## src/hdl/cpd_pkg.sv

```systemverilog
// ----------------------------------------------------------------------------
// cpd_pkg - shared types and constants of the packet deframer
// Beat layouts, event codes, register indexes, reset values and the
// byte-wide CRC16 (reflected 0xA001) update.
// ----------------------------------------------------------------------------
`default_nettype none

package cpd_pkg;

  // Frame layout constants.
  localparam logic [7:0]  STX_BYTE      = 8'h02;
  localparam logic [15:0] CRC_POLY      = 16'hA001;
  localparam logic [15:0] CRC_INIT      = 16'hFFFF;
  localparam int unsigned HEADER_BYTES  = 5;
  localparam int unsigned BUFFER_BYTES  = 256;

  // Byte position reaches 256 at most; the CRC end reaches 5 + 255.
  localparam int unsigned POS_W = 9;

  // Register reset values.
  localparam logic [7:0]  HB_TYPE_RST     = 8'd1;
  localparam logic [7:0]  HB_ACK_TYPE_RST = 8'd2;
  localparam logic [15:0] TIMEOUT_RST     = 16'd15000;
  localparam logic [15:0] IDLE_MAX        = 16'hFFFF;

  localparam int unsigned CFG_IDX_W = 2;

  typedef enum logic [CFG_IDX_W-1:0] {
    REG_HB_TYPE     = 2'd0,
    REG_HB_ACK_TYPE = 2'd1,
    REG_TIMEOUT     = 2'd2
  } cfg_reg_e;

  typedef enum logic [0:0] {
    OP_BYTE = 1'b0,
    OP_TICK = 1'b1
  } opcode_e;

  typedef enum logic [2:0] {
    EV_NONE      = 3'd0,
    EV_GOOD      = 3'd1,
    EV_CRC_ERR   = 3'd2,
    EV_OVERFLOW  = 3'd3,
    EV_LINK_LOST = 3'd4
  } event_e;

  // Classified item as it sits in the queue between front and back.
  typedef struct packed {
    logic       is_tick;
    logic       is_stx;
    logic [7:0] data;
  } item_t;

  // One result beat.
  typedef struct packed {
    event_e     ev;
    logic [7:0] ftype;
    logic [7:0] flen;
    logic       ack;
    logic       link_up;
  } result_t;

  // Queue handshake between front and back.
  typedef struct packed {
    logic  valid;
    item_t item;
  } queue_head_t;

  // Configuration write as seen by the back end.
  typedef struct packed {
    logic                 wr;
    logic [CFG_IDX_W-1:0] idx;
    logic [15:0]          data;
  } cfg_wr_t;

  function automatic logic [15:0] crc16_byte(input logic [15:0] crc_in,
                                             input logic [7:0]  b);
    logic [15:0] c;
    c = crc_in ^ {8'h00, b};
    for (int k = 0; k < 8; k++) begin
      if (c[0]) begin
        c = (c >> 1) ^ CRC_POLY;
      end else begin
        c = c >> 1;
      end
    end
    return c;
  endfunction

endpackage

`default_nettype wire

```

## src/hdl/cpd_front.sv

```systemverilog
// ----------------------------------------------------------------------------
// cpd_front - input acceptance, classification and item queue
// Accepts beats, tags ticks and start bytes, and holds them in a
// two-entry queue that the back end drains.
// ----------------------------------------------------------------------------
`default_nettype none

module cpd_front (
  input  wire logic           clk_i,
  input  wire logic           rst_ni,
  input  wire logic           in_valid_i,
  output logic                in_stall_o,
  input  wire logic           opcode_i,
  input  wire logic [7:0]     rx_byte_i,
  output cpd_pkg::queue_head_t head_o,
  input  wire logic           pop_i
);

  localparam int unsigned QDEPTH = 2;

  cpd_pkg::item_t mem_q [QDEPTH];
  logic           wr_ptr_q, wr_ptr_d;
  logic           rd_ptr_q, rd_ptr_d;
  logic [1:0]     count_q, count_d;
  logic           push, pop;
  cpd_pkg::item_t item_in;

  assign in_stall_o = (count_q == 2'(QDEPTH));
  assign push       = in_valid_i & ~in_stall_o;
  assign pop        = pop_i & (count_q != 2'd0);

  always_comb begin
    item_in.is_tick = (opcode_i == cpd_pkg::OP_TICK);
    item_in.is_stx  = (rx_byte_i == cpd_pkg::STX_BYTE);
    item_in.data    = rx_byte_i;
  end

  always_comb begin
    wr_ptr_d = push ? ~wr_ptr_q : wr_ptr_q;
    rd_ptr_d = pop  ? ~rd_ptr_q : rd_ptr_q;
    count_d  = count_q + 2'(push) - 2'(pop);
  end

  always_ff @(posedge clk_i or negedge rst_ni) begin
    if (!rst_ni) begin
      wr_ptr_q <= 1'b0;
      rd_ptr_q <= 1'b0;
      count_q  <= 2'd0;
    end else begin
      wr_ptr_q <= wr_ptr_d;
      rd_ptr_q <= rd_ptr_d;
      count_q  <= count_d;
    end
  end

  always_ff @(posedge clk_i) begin
    if (push) begin
      mem_q[wr_ptr_q] <= item_in;
    end
  end

  assign head_o.valid = (count_q != 2'd0);
  assign head_o.item  = mem_q[rd_ptr_q];

endmodule

`default_nettype wire

```

## src/hdl/cpd_back.sv

```systemverilog
// ----------------------------------------------------------------------------
// cpd_back - frame parser, CRC, link supervisor and result register
// Drains one queued item per cycle unless the output stalls, updates the
// frame and link state and loads the result register.
// ----------------------------------------------------------------------------
`default_nettype none

module cpd_back (
  input  wire logic              clk_i,
  input  wire logic              rst_ni,
  input  wire cpd_pkg::queue_head_t head_i,
  output logic                   pop_o,
  input  wire cpd_pkg::cfg_wr_t  cfg_i,
  output logic                   out_valid_o,
  input  wire logic              out_stall_i,
  output cpd_pkg::result_t       result_o
);

  // Configuration registers.
  logic [7:0]  hb_type_q;
  logic [7:0]  hb_ack_type_q;
  logic [15:0] timeout_q;

  // Parser and link state.
  logic [cpd_pkg::POS_W-1:0] pos_q, pos_d;
  logic [7:0]  len_q, len_d;
  logic [7:0]  type_q, type_d;
  logic [15:0] crc_q, crc_d;
  logic [7:0]  crc_lo_q, crc_lo_d;
  logic        conn_q, conn_d;
  logic [15:0] idle_q, idle_d;

  logic                      out_valid_q;
  cpd_pkg::result_t          out_q, res;
  logic [cpd_pkg::POS_W-1:0] crc_end;
  logic [15:0]               idle_inc;
  logic [15:0]               rx_crc;
  cpd_pkg::item_t            it;

  assign it    = head_i.item;
  assign pop_o = head_i.valid & (~out_valid_q | ~out_stall_i);

  always_ff @(posedge clk_i or negedge rst_ni) begin
    if (!rst_ni) begin
      hb_type_q     <= cpd_pkg::HB_TYPE_RST;
      hb_ack_type_q <= cpd_pkg::HB_ACK_TYPE_RST;
      timeout_q     <= cpd_pkg::TIMEOUT_RST;
    end else if (cfg_i.wr) begin
      case (cfg_i.idx)
        cpd_pkg::REG_HB_TYPE:     hb_type_q     <= cfg_i.data[7:0];
        cpd_pkg::REG_HB_ACK_TYPE: hb_ack_type_q <= cfg_i.data[7:0];
        cpd_pkg::REG_TIMEOUT:     timeout_q     <= cfg_i.data;
        default: ;
      endcase
    end
  end

  always_comb begin
    pos_d    = pos_q;
    len_d    = len_q;
    type_d   = type_q;
    crc_d    = crc_q;
    crc_lo_d = crc_lo_q;
    conn_d   = conn_q;
    idle_d   = idle_q;
    res      = '0;
    res.ev   = cpd_pkg::EV_NONE;
    idle_inc = (idle_q != cpd_pkg::IDLE_MAX) ? idle_q + 16'd1 : idle_q;
    crc_end  = '0;
    rx_crc   = {it.data, crc_lo_q};

    if (it.is_tick) begin
      idle_d = idle_inc;
      if (conn_q && (idle_inc > timeout_q)) begin
        conn_d = 1'b0;
        res.ev = cpd_pkg::EV_LINK_LOST;
      end
    end else if ((pos_q == '0) && !it.is_stx) begin
      // Hunting for a start byte: drop it.
    end else if (32'(pos_q) >= 32'(cpd_pkg::BUFFER_BYTES)) begin
      res.ev    = cpd_pkg::EV_OVERFLOW;
      res.ftype = type_q;
      res.flen  = len_q;
      pos_d     = '0;
      crc_d     = cpd_pkg::CRC_INIT;
    end else begin
      if (pos_q == cpd_pkg::POS_W'(1)) begin
        type_d = it.data;
      end
      if (pos_q == cpd_pkg::POS_W'(2)) begin
        len_d = it.data;
      end
      crc_end = cpd_pkg::POS_W'(len_d) + cpd_pkg::POS_W'(cpd_pkg::HEADER_BYTES);
      if (pos_q < crc_end) begin
        crc_d = cpd_pkg::crc16_byte(crc_q, it.data);
        pos_d = pos_q + 1'b1;
      end else if (pos_q == crc_end) begin
        crc_lo_d = it.data;
        pos_d    = pos_q + 1'b1;
      end else begin
        res.ftype = type_d;
        res.flen  = len_d;
        if (rx_crc == crc_q) begin
          res.ev = cpd_pkg::EV_GOOD;
          if ((type_d == hb_type_q) || (type_d == hb_ack_type_q)) begin
            conn_d  = 1'b1;
            idle_d  = '0;
            res.ack = (type_d == hb_type_q);
          end
        end else begin
          res.ev = cpd_pkg::EV_CRC_ERR;
        end
        pos_d = '0;
        crc_d = cpd_pkg::CRC_INIT;
      end
    end
    res.link_up = conn_d;
  end

  always_ff @(posedge clk_i or negedge rst_ni) begin
    if (!rst_ni) begin
      pos_q       <= '0;
      len_q       <= '0;
      type_q      <= '0;
      crc_q       <= cpd_pkg::CRC_INIT;
      crc_lo_q    <= '0;
      conn_q      <= 1'b0;
      idle_q      <= '0;
      out_valid_q <= 1'b0;
    end else begin
      if (pop_o) begin
        pos_q    <= pos_d;
        len_q    <= len_d;
        type_q   <= type_d;
        crc_q    <= crc_d;
        crc_lo_q <= crc_lo_d;
        conn_q   <= conn_d;
        idle_q   <= idle_d;
      end
      if (pop_o) begin
        out_valid_q <= 1'b1;
      end else if (!out_stall_i) begin
        out_valid_q <= 1'b0;
      end
    end
  end

  always_ff @(posedge clk_i) begin
    if (pop_o) begin
      out_q <= res;
    end
  end

  assign out_valid_o = out_valid_q;
  assign result_o    = out_q;

endmodule

`default_nettype wire

```

## src/hdl/crc16_packet_deframer_with_link_timeout.sv

```systemverilog
// ----------------------------------------------------------------------------
// crc16_packet_deframer_with_link_timeout - STX/length/CRC16 frame receiver
// Parses STX framed packets from a byte stream, checks their Modbus CRC16
// on the fly and supervises the link with heartbeats and millisecond ticks.
// ----------------------------------------------------------------------------
//
//   Channel   Direction  Handshake               Beat contents
//   -------   ---------  ----------------------  ------------------------------
//   in        sink       in_valid_i / in_stall_o  opcode_i, rx_byte_i
//   out       source     out_valid_o / out_stall_i event_res_o, frame_type_o,
//                                                 frame_length_o, send_ack_o,
//                                                 link_up_o
//   cfg       sink       cfg_valid_i / cfg_ready_o cfg_index_i, cfg_data_i
//
// One input beat is taken per cycle while in_stall_o is low, and each beat
// produces exactly one result beat: it is written into the two-entry item
// queue, then passes through the parser into the result register.
// The sustained rate is one beat per cycle while the output does not stall;
// the parser step (byte-wide CRC update plus compare) sets it.
// Reset clears the frame state, the link flag, the idle counter and restores
// the register defaults; no clearing pass is needed.
// A stalled output holds the result register; the parser then stops draining
// and the queue absorbs up to two more beats before in_stall_o rises.
`default_nettype none

module crc16_packet_deframer_with_link_timeout (
  input  wire logic                          clk_i,
  input  wire logic                          rst_ni,
  // Item input.
  input  wire logic                          in_valid_i,
  output logic                               in_stall_o,
  input  wire logic                          opcode_i,
  input  wire logic [7:0]                    rx_byte_i,
  // Result output.
  output logic                               out_valid_o,
  input  wire logic                          out_stall_i,
  output logic [2:0]                         event_res_o,
  output logic [7:0]                         frame_type_o,
  output logic [7:0]                         frame_length_o,
  output logic                               send_ack_o,
  output logic                               link_up_o,
  // Register writes.
  input  wire logic                          cfg_valid_i,
  output logic                               cfg_ready_o,
  input  wire logic [cpd_pkg::CFG_IDX_W-1:0] cfg_index_i,
  input  wire logic [15:0]                   cfg_data_i
);

  cpd_pkg::queue_head_t head;
  logic                 pop;
  cpd_pkg::cfg_wr_t     cfg_wr;
  cpd_pkg::result_t     result;

  // Registers are only to be written while the block is quiet; the block itself
  // leaves this unchecked. cfg_ready_o is tied high, so writes are always taken at once.
  assign cfg_ready_o = 1'b1;

  always_comb begin
    cfg_wr.wr   = cfg_valid_i & cfg_ready_o;
    cfg_wr.idx  = cfg_index_i;
    cfg_wr.data = cfg_data_i;
  end

  // The front end tags each beat and queues it.
  cpd_front u_front (
    .clk_i      (clk_i),
    .rst_ni     (rst_ni),
    .in_valid_i (in_valid_i),
    .in_stall_o (in_stall_o),
    .opcode_i   (opcode_i),
    .rx_byte_i  (rx_byte_i),
    .head_o     (head),
    .pop_i      (pop)
  );

  // The back end runs the frame parser and the link supervisor.
  cpd_back u_back (
    .clk_i       (clk_i),
    .rst_ni      (rst_ni),
    .head_i      (head),
    .pop_o       (pop),
    .cfg_i       (cfg_wr),
    .out_valid_o (out_valid_o),
    .out_stall_i (out_stall_i),
    .result_o    (result)
  );

  assign event_res_o    = result.ev;
  assign frame_type_o   = result.ftype;
  assign frame_length_o = result.flen;
  assign send_ack_o     = result.ack;
  assign link_up_o      = result.link_up;

endmodule

`default_nettype wire

```

## config.mk

```make
export PLATFORM = sky130hd
export DESIGN_NAME = crc16_packet_deframer_with_link_timeout
export DESIGN_NICKNAME = d
export VERILOG_FILES = /design/src/hdl/cpd_pkg.sv /design/src/hdl/cpd_front.sv /design/src/hdl/cpd_back.sv /design/src/hdl/crc16_packet_deframer_with_link_timeout.sv
export SDC_FILE = /design/constraint.sdc
export NUM_CORES = 1
export LEC_CHECK = 0
export ABC_AREA = 0
export BUFFER_PORTS_ARGS = -buffer_cell sky130_fd_sc_hd__buf_2
export CORE_AREA = 3 3 147 149
export CTS_BUF_LIST = sky130_fd_sc_hd__clkbuf_4
export DETAILED_ROUTE_END_ITERATION = 10
export DIE_AREA = 0 0 150 152
export GPL_ROUTABILITY_DRIVEN = 0
export PLACE_DENSITY = 0.61
export SLEW_MARGIN = 10
export SYNTH_ARGS = -nofsm -noshare
export SYNTH_HDL_FRONTEND = slang
export SYNTH_HIERARCHICAL = 1
export SYNTH_SLANG_ARGS = --single-unit
```

## constraint.sdc

```tcl
create_clock -name clk_i -period 7.9 [get_ports clk_i]
set_input_delay 1.185 -clock clk_i [delete_from_list [all_inputs] [get_ports clk_i]]
set_output_delay 1.185 -clock clk_i [all_outputs]
set_load 0.02 [all_outputs]
```

* After elaboration in Yosys (flattened, before gate mapping)
Memories as Yosys holds them, arrays and structs flattened.
Index checks and enable logic that the tools add are counted.
** Operators by class
- Add/sub/neg operators :: 5
- Order comparisons :: 3
- Eq/ne operators :: 17
- Muxes and demuxes :: 80
- Bitwise operators :: 24
- Reduce and logical (&&, ||, !) cells :: 19
** Operator list (number)
- 2-to-1 mux 16 bit :: 47
- 2-to-1 mux 8 bit :: 8
- 2-to-1 mux 20 bit :: 2
- 2-to-1 mux 19 bit :: 2
- 2-to-1 mux 9 bit :: 3
- inverter 2 -> 3 bit :: 8
- adder 16 x 1 -> 16 bit (second input constant) :: 1
- == test 16 bit :: 1
- == test 8 bit :: 2
- > comparator 16 bit :: 1
- != test 16 bit (second input constant) :: 1
- bitwise XOR 16 x 8 -> 16 bit :: 1
- 2-to-1 mux 1 bit :: 15
- inverter 1 bit :: 11
- != test 2 x 1 -> 1 bit (second input constant) :: 5
- adder 8 x 3 -> 9 bit (second input constant) :: 1
- adder 9 x 1 -> 9 bit (second input constant) :: 1
- == test 9 x 1 -> 1 bit (second input constant) :: 1
- == test 9 x 2 -> 1 bit (second input constant) :: 1
- == test 9 bit :: 1
- >= comparator 9 bit (second input constant) :: 1
- logical NOT 9 bit :: 1
- less-than comparator 9 bit :: 1
- == test 8 x 2 -> 1 bit (second input constant) :: 1
- other kinds (21) :: 31
** Word-level totals
- Bits in registers :: 124
- Memory bits (writable) :: 20
- Bits of input ports :: 32
- Memories :: 1
** Memories
- u_front.mem_q :: words 2, bits a word 10, read ports 1, clocked after memory_dff 0, write ports 1, line cpd_front.sv:21 : cpd_pkg::item_t mem_q [QDEPTH];

* Longest topological paths before layout
Gate-level depths: netlist of the first run.
- Depth in word-level cells :: 51
- Gate-level depth with buffers :: 19
- Depth with buffers taken out :: 18

* Modules after synthesis
Netlist of the first run, hierarchy kept.
** By module, submodules not included
- cpd_back :: instances 1, cells an instance 698, area each 7134.3 sq um, seq. area each 3139.3 sq um
- cpd_front :: instances 1, cells an instance 52, area each 943.4 sq um, seq. area each 700.7 sq um
- crc16_packet_deframer_with_link_timeout :: instances 1, cells an instance 2, area each 11.3 sq um, seq. area each 0.0 sq um

* Worst setup path after synthesis of the first run
No wires, ideal clock.
- Kind :: input to register
- Start :: input out_stall_i
- End :: register u_back.idle_q[10]
- Setup time :: 0.119 ns
- Arrival :: 4.507 ns
- Data required time :: 7.781 ns
- Path slack :: 3.274 ns
- Cell stages on the path :: 8
- Buffers on the path :: 2
- Cells stage by stage :: a21boi_0 > inv_1 > or3_1 > clkbuf_1 > nor3_1 > a21boi_4 > buf_6 > nor2_2
** On the way
- Cells in the longest elaborated chain, start to end :: 4
** RTL lines
- start, declared :: line crc16_packet_deframer_with_link_timeout.sv:36 : input wire logic out_stall_i,
- inverter 1 bit :: line cpd_back.sv:41 : assign pop_o = head_i.valid & (~out_valid_q | ~out_stall_i);
- bitwise OR 1 bit :: line cpd_back.sv:41
- bitwise AND 1 bit :: line cpd_back.sv:41
- AND reduction 7 bit (no line)
- end signal, assigned :: line cpd_back.sv:138 : idle_q <= idle_d;
- end, declared :: line cpd_back.sv:31 : logic [15:0] idle_q, idle_d;
Every way passes these cells.
A chain may end at the register's enable or synchronous reset.

* Worst setup path in the final report of the first run
- Start :: register u_back/pos_q[8] in the netlist's numbering
- End :: register u_back.crc_q[8]
** On the way
- Cells in the longest elaborated chain, start to end :: 9
** RTL lines
- start, declared :: line cpd_back.sv:25 : logic [cpd_pkg::POS_W-1:0] pos_q, pos_d;
- start signal, assigned :: line cpd_back.sv:132 : pos_q <= pos_d;
- == test 9 x 2 -> 1 bit :: line cpd_back.sv:90 : if (pos_q == cpd_pkg::POS_W'(2)) begin
- 2-to-1 mux 8 bit :: line cpd_back.sv:90
- 2-to-1 mux 8 bit :: line cpd_back.sv:80 : end else if (32'(pos_q) >= 32'(cpd_pkg::BUFFER_BYTES)) begin
- 2-to-1 mux 8 bit :: line cpd_back.sv:78 : end else if ((pos_q == '0) && !it.is_stx) begin
- 2-to-1 mux 8 bit :: line cpd_back.sv:72 : if (it.is_tick) begin
- adder 8 x 3 -> 9 bit :: line cpd_back.sv:93 : crc_end = cpd_pkg::POS_W'(len_d) + cpd_pkg::POS_W'(cpd_pkg::HEADER_BYTES);
- less-than comparator 9 bit / == test 9 bit (equally long branches) :: line cpd_back.sv:94, cpd_back.sv:97
- != test 3 x 1 -> 1 bit (no line) / 2-to-1 mux 16 bit (equally long branches)
- AND reduction 4 bit (no line) / 2-to-1 mux 16 bit (equally long branches)
- end signal, assigned :: line cpd_back.sv:125 : crc_q <= cpd_pkg::CRC_INIT;
- end signal, assigned :: line cpd_back.sv:135 : crc_q <= crc_d;
- end, declared :: line cpd_back.sv:28 : logic [15:0] crc_q, crc_d;
Parallel ways exist; a longest one is shown, timed or not. The select of a mux whose other input is x is not followed.

==> results of run 1 <==
synthesized netlist by cell type, types with 7 or more instances:
| cell type | n |
|---|---|
| a21oi_1 | 23 |
| a22oi_1 | 14 |
| and3_1 | 7 |
| buf_2 | 7 |
| clkbuf_1 | 21 |
| dfrtp_1 | 78 |
| dfstp_2 | 25 |
| edfxtp_1 | 41 |
| ha_1 | 33 |
| inv_1 | 42 |
| mux2_2 | 63 |
| mux2i_1 | 9 |
| nand2_1 | 54 |
| nand3_1 | 25 |
| nand4_1 | 12 |
| nor2_1 | 51 |
| nor2_2 | 9 |
| nor3_1 | 21 |
| o21ai_0 | 23 |
| o22a_1 | 15 |
| xnor2_1 | 44 |
| xor2_1 | 36 |
state kept, by name (all words and copies together), names as in the netlist:
signal,cells
u_back/out_valid_o,1
u_back/result_o,21
u_back/timeout_q,16
u_back/type_q,8
u_back/idle_q,16
u_front/mem_q,20
u_back/hb_ack_type_q,8
u_back/crc_q,16
u_front/count_q,2
u_front/wr_ptr_q,1
u_back/pos_q,9
u_back/hb_type_q,8
u_back/crc_lo_q,8
u_back/len_q,8
u_front/rd_ptr_q,1
u_back/conn_q,1
metal layers:
| layer | global-route usage [%] | part of all wire (%) |
|---|---|---|
| met5 | 0 | 0 |
| met4 | 5.447 | 1.6 |
| met1 | 25.79 | 52 |
| met3 | 3.038 | 4.7 |
| met2 | 23.00 | 42 |
critical path, stage by stage, from the launching register on:
cell and delay [ns]:
dfrtp_1 0.63, nor4_1 0.46, nand3_1 0.64, mux2i_1 0.59, inv_1 0.09, ha_1 0.23
inv_1 0.06, a21oi_1 0.10, nand2_1 0.10, xnor2_1 0.13, ha_1 0.26, and4_1 0.21
a21boi_1 0.14, or4_1 0.46, a21oi_1 0.23, nor3_1 0.09, nor2_1 0.87, o22a_1 0.25
kinds of logic after synthesis:
kind of cell | after synthesis | share of synthesized area [%]
DFF | 144 | 47.47
AOI/OAI and AO/OA | 118 | 9.853
buffers and inverters | 76 | 3.975
muxes | 73 | 10.02
and+or+nand+nor | 226 | 14.59
adders and majority gates | 33 | 5.104
other | 1 | 0.04636
xor gates and xnor gates | 81 | 8.940
how the worst max path moves through the flow:
stage                                           start                            end  slack, ns
final                     u_back/pos_q[8]$_DFFE_PN0P_    u_back/crc_q[8]$_DFFE_PN1P_       2.29
after global routing      u_back/pos_q[8]$_DFFE_PN0P_    u_back/crc_q[8]$_DFFE_PN1P_       1.86
after CTS                 u_back/pos_q[8]$_DFFE_PN0P_    u_back/crc_q[0]$_DFFE_PN1P_       2.32
after detailed placement  u_back/pos_q[8]$_DFFE_PN0P_    u_back/crc_q[0]$_DFFE_PN1P_       2.37
after global placement    u_back/pos_q[8]$_DFFE_PN0P_    u_back/crc_q[8]$_DFFE_PN1P_       2.57
after floorplan                           out_stall_i  u_back/idle_q[10]$_DFFE_PN0P_       3.27
metrics by stage:
step	worst slack, ns	instance area, um^2	hold slack, ns
2_1_floorplan	3.274	8089	0.4573
3_3_place_gp	2.566	8562	0.4738
3_5_place_dp	2.371	8562	0.4882
4_1_cts	2.320	8861	0.5149
5_1_grt	1.859	8866	0.5273
6_report	2.289	8866	0.5134
report_power, final:
part           internal (mW)  switching [mW]
Combinational          0.612           0.824
Sequential              1.03           0.210
Clock                  0.233           0.265
final cells by class:
type	instances	area, um^2	share of cell area (%)
flip-flops and latches	144	3840	43.31
diodes	2	5.005	0.05645
repair buffers	57	295.3	3.331
clock buffers	21	157.7	1.778
well taps	270	337.8	3.810
multi-input cells	532	3931	44.34
inverters	42	157.7	1.778
clock inverters	11	141.4	1.595
==> qor.yml, run 1 <==
setup_path:
  worstSetupPathType: "reg2reg"
  end_kind: "flop"
  setup.worst_path.start_class: "flop"
  rrSetupSlack_ns: 2.29
  reg2reg_depth: 17
  crit_arrival_ns: 6.10
  required_ns: 8.39
  worstPathMaxFanout: 19
  timing.rr.end: "u_back/crc_q[8]$_DFFE_PN1P_"
  crit-reg2reg-launch: "u_back/pos_q[8]$_DFFE_PN0P_"
pwr:
  cellPowerDensity_nw_per_um2: 357.7
  total_leakage_power_nw: 3.731
  ir_drop_v: 0.0002422
  power.total_mw: 3.172
finish:
  mostFrequentLayoutCells: "dfrtp_1, mux2_2, nand2_1"
  n_fill_cell: 1945
  finish.utilization_pct: 43.68
  num-nets-final: 859
  syn_to_final_growth_pct: 9.606
  final_common_cell: "dfrtp_1"
  drive_gt1_share_pct: 24.78
  fin_cells: 1079
min_path:
  whs_endpoint: "u_front/wr_ptr_q$_DFFE_PN0P_"
  min_from: "u_front/wr_ptr_q$_DFFE_PN0P_"
  hp-class: "reg2reg"
  whs_path_depth: 1
placement:
  portBuffers: 54
  place_inst: 1045
  dpl.hpwl_um: 13110
cts:
  clock_latency_ns: 0.55
  hold_buffers: 0
  cts_setup_buffers: 0
  clk_pin_slew_ns: 0.12
  cts_num_sinks: 144
  cts.path.max_buffers: 2
  htreeDepth: 4
  cts_made_buffers: 17
  cts_tree: "built"
  post_cts_resized: 0
  clock-root-buffer: "clkbuf_4"
global_routing:
  grt_pass1_wl_um: 29820
  grt_max_degree: 56
  grt_pass1_vias: 5430
  grt_remaining_overflow: 0
  antenna_found_initial: 2
  grt_util_all_layers_pct: 16.55
timing:
  rsz0062_at_grt: "false"
  fmax_mhz: 178.2
  hold_viol: 0
  fin_crit_sh_pct: 71.02
  worst_pin_slew_ns: 1.123
  slew_violations: 0
  finalClockSkew_ns: 0.02363
  timing.slew.headroom_pct: 24.84
  period_minus_slack_ns: 5.611
  setup-tns-final_ns: 0
  setup_viol: 0
run_status:
  status: "complete, no violations"
floorplanning:
  initial_core_util_pct: 39.85
  core_area_um2: 20300
  die_h_um: 152
  dieArea_um2: 22800
  fp.dieW_um: 150
  rows: 52
  io_pins: 56
routing:
  drt_first_pass_iters: 4
  vias: 5720
  wl_per_cell_um: 17.16
  routed_wl_um: 18520
  drt_iter0_drc: 439
  vias_per_cell: 5.301
  ant_nets: 0
  post-route-drc-count: 0
yosys:
  synth_edf_count: 41
  syn_nets: 817
  yosysUniqueCellTypes: 70
  syn_avg_cell_area_um2: 10.76
  yosys_warnings: 6
  synthDominantCellAreaShare_pct: 24.13
  synthFlopType: "dfrtp_1"
  netlist_area_um2: 8089
  synthCells: 752
  async_reset_ff_share_pct: 71.53
  seq_area_frac_synth_pct: 47.47
  synth_area_leaders: "dfrtp_1, edfxtp_1, mux2_2, dfstp_2, ha_1"
  synth_top_area_cell: "dfrtp_1"
  synth.ff_latch_count: 144
flow_run:
  maxCapViolCount: 0
No activity file was read; power rests on OpenSTA's default activity.
==> run 2: changes to the inputs <==
PLACE_DENSITY = 0.63   (was 0.61)
clock period = 4.9 ns   (was 7.9 ns; I/O delays follow)
==> run 2 against run 1 <==
- fmax grew 28%
- global-route usage grew 0.38 points
- sequential share of layout area shrank 0.30 points
- cell count grew 0.56%
- clock skew grew 0.0041 ns
- via count grew 1.3%
- die area is the same
- sequential power grew 61%
- clock-buffer cell count shrank 3
- largest cell class unchanged
==> qor.yml, run 2 (synthesis gave the netlist of run 1 again) <==
run_status:
  status: "complete, no violations"
pwr:
  cellPowerDensity_nw_per_um2: 582.5  # +63%
  ir_drop_v: 0.0003537  # +46%
  total_leakage_power_nw: 3.763  # +0.85%
routing:
  vias_per_cell: 5.341  # +0.75%
  ant_nets: 0  # unchanged
  wl_per_cell_um: 17.31  # +0.89%
  routed_wl_um: 18790  # +1.5%
  drt_first_pass_iters: 5  # +1
  vias: 5795  # +1.3%
  drt_iter0_drc: 449  # +2.3%
  post-route-drc-count: 0  # unchanged
timing:
  period_minus_slack_ns: 4.398  # -1.213 ns
  worst_pin_slew_ns: 0.8482  # -0.2751 ns
  setup-tns-final_ns: 0  # unchanged
  setup_ws_ns: 0.5018  # -1.787 ns
  setup_viol: 0  # unchanged
  timing.slew.headroom_pct: 43.25  # +18 points
  hold_viol: 0  # unchanged
  slew_violations: 0  # unchanged
  fmax_mhz: 227.4  # +28%
  finalClockSkew_ns: 0.02775  # +0.004114 ns
  rsz0062_at_grt: "false"
  fin_crit_sh_pct: 89.76  # +19 points
global_routing:
  gr-usage-met1_pct: 25.56  # -0.23 points
  antenna_found_initial: 1  # -1
  grt_remaining_overflow: 0  # unchanged
  grt_pass1_wl_um: 30590  # +2.6%
  grt_util_all_layers_pct: 16.92  # +0.38 points
  grt_max_degree: 61  # +8.9%
  globalRoute.busiestLayer: "met1"
  use_met3_pct: 4.528  # +1.5 points
  grt_pass1_vias: 5647  # +4.0%
  grt_use_met2_pct: 24.38  # +1.4 points
setup_path:
  worstSetupPathType: "reg2reg"
  crit-reg2reg-launch: "u_back/pos_q[3]$_DFFE_PN0P_"
  end_kind: "flop"
  cp_cell_sequence: "nor4_1 > nand3_1 > mux2i_1 > inv_1 > ha_1 > inv_1 > a21oi_1 > nand2_1 > xnor2_1 > ha_1 > and4_1 > a21boi_1 > or4_1 > a21oi_1 > nor3_1 > nand2_1 > mux2_2"
  max_stage_delay_ns: 0.52  # -0.35 ns
  worstPathMaxFanout: 9  # -10
  required_ns: 5.35  # -3.04 ns
  path_buf_inv: 2  # unchanged
  setup.worst_path.start_class: "flop"
  crit_arrival_ns: 4.85  # -1.25 ns
  reg2reg_depth: 17  # unchanged
  timing.rr.end: "u_back/crc_lo_q[6]$_DFFE_PN0P_"
  path_delay_family: "simple AND/OR/NAND/NOR gates"
  cpMaxStageDelayCell: "dfrtp_1"
  rrSetupSlack_ns: 0.50  # -1.79 ns
finish:
  num-nets-final: 866  # +0.81%
  finish.utilization_pct: 43.98  # +0.30 points
  largest_register_ffs: 21  # unchanged
  syn_to_final_growth_pct: 10.36
  regArea_um2: 3840  # unchanged
  drive_gt1_share_pct: 25.55  # +0.77 points
  n_fill_cell: 1987  # +2.2%
  multi_input_area_um2: 3931  # unchanged
  mostFrequentLayoutCells: "dfrtp_1, mux2_2, nand2_1"
  final_common_cell: "dfrtp_1"
cts:
  cts.path.max_buffers: 2  # unchanged
  cts_tree: "built"
  htreeDepth: 4  # unchanged
  hold_buffers: 0  # unchanged
  post_cts_resized: 0  # unchanged
  clk_pin_slew_ns: 0.14  # +0.02 ns
  cts_num_sinks: 144  # unchanged
  clock-root-buffer: "clkbuf_4"
  clock_latency_ns: 0.56  # about the same
  cts_setup_buffers: 0  # unchanged
  cts_made_buffers: 17  # unchanged
min_path:
  hp-class: "in2async"
floorplanning:
  io_pins: 56  # unchanged
  core_area_um2: 20300  # unchanged
  fp.dieW_um: 150  # unchanged
  die_h_um: 152  # unchanged
  dieArea_um2: 22800  # unchanged
  initial_core_util_pct: 39.85  # unchanged
  rows: 52  # unchanged
flow_run:
  maxCapViolCount: 0  # unchanged
placement:
  dpl.hpwl_um: 13600  # +3.8%
  place_ws_ns: 0.5574  # -1.814 ns
  portBuffers: 54  # unchanged
run 2: changes by cell type in the layout (fill, tap and decap cells not counted), sizes merged:
| cell | change |
|---|---|
| buf | +7 |
| clkbuf | -3 |
| clkinv | -6 |
| clkinvlp | +2 |
| diode | -1 |
| inv | +7 |
run 2: final cells by class:
| cell class | instances | share of cell area (%) |
|---|---|---|
| well taps | 270 | 3.784 |
| repair buffers | 64 | 3.896 |
| clock buffers | 18 | 1.514 |
| diodes | 1 | 0.02803 |
| flip-flops and latches | 144 | 43.01 |
| multi-input cells | 532 | 44.04 |
| inverters | 42 | 1.766 |
| clock inverters | 14 | 1.962 |
run 2: how the worst max path moves through the flow:
stage                                      startpoint                              to  slack (ns)  cells after the start
after global routing      u_back/pos_q[3]$_DFFE_PN0P_   u_back/idle_q[15]$_DFFE_PN0P_        0.16                     15
after CTS                 u_back/pos_q[3]$_DFFE_PN0P_  u_back/crc_lo_q[6]$_DFFE_PN0P_        0.54                     17
after floorplan           u_back/pos_q[3]$_DFFE_PN0P_    u_back/crc_q[11]$_DFFE_PN1P_        0.72                     19
after detailed placement  u_back/pos_q[3]$_DFFE_PN0P_  u_back/crc_lo_q[6]$_DFFE_PN0P_        0.56                     17
final                     u_back/pos_q[3]$_DFFE_PN0P_  u_back/crc_lo_q[6]$_DFFE_PN0P_        0.50                     17
after global placement    u_back/pos_q[3]$_DFFE_PN0P_  u_back/crc_lo_q[1]$_DFFE_PN0P_        0.69                     17
run 2: metrics by stage:
stage               cells  instance area, um^2  total power, mW  hold WS (ns)
floorplan             752                 8089            3.736        0.4394
global placement     1052                 8615            4.342        0.4750
detailed placement   1052                 8615            4.375        0.4812
CTS                  1084                 8925            5.231        0.2363
global route         1085                 8927            5.569        0.2683
finish               1085                 8927            5.200        0.2581
run 2: routing by layer:
metal | routed length (um) | part of all wire, %
met2 | 8270 | 44
met5 | 0 | 0
met3 | 1179 | 6.3
met4 | 144 | 0.77
met1 | 9192 | 49
run 2: power by group:
part	internal (mW)	switching, mW
Sequential	1.66	0.339
Combinational	1.02	1.34
Clock	0.369	0.468
Total	3.05	2.15
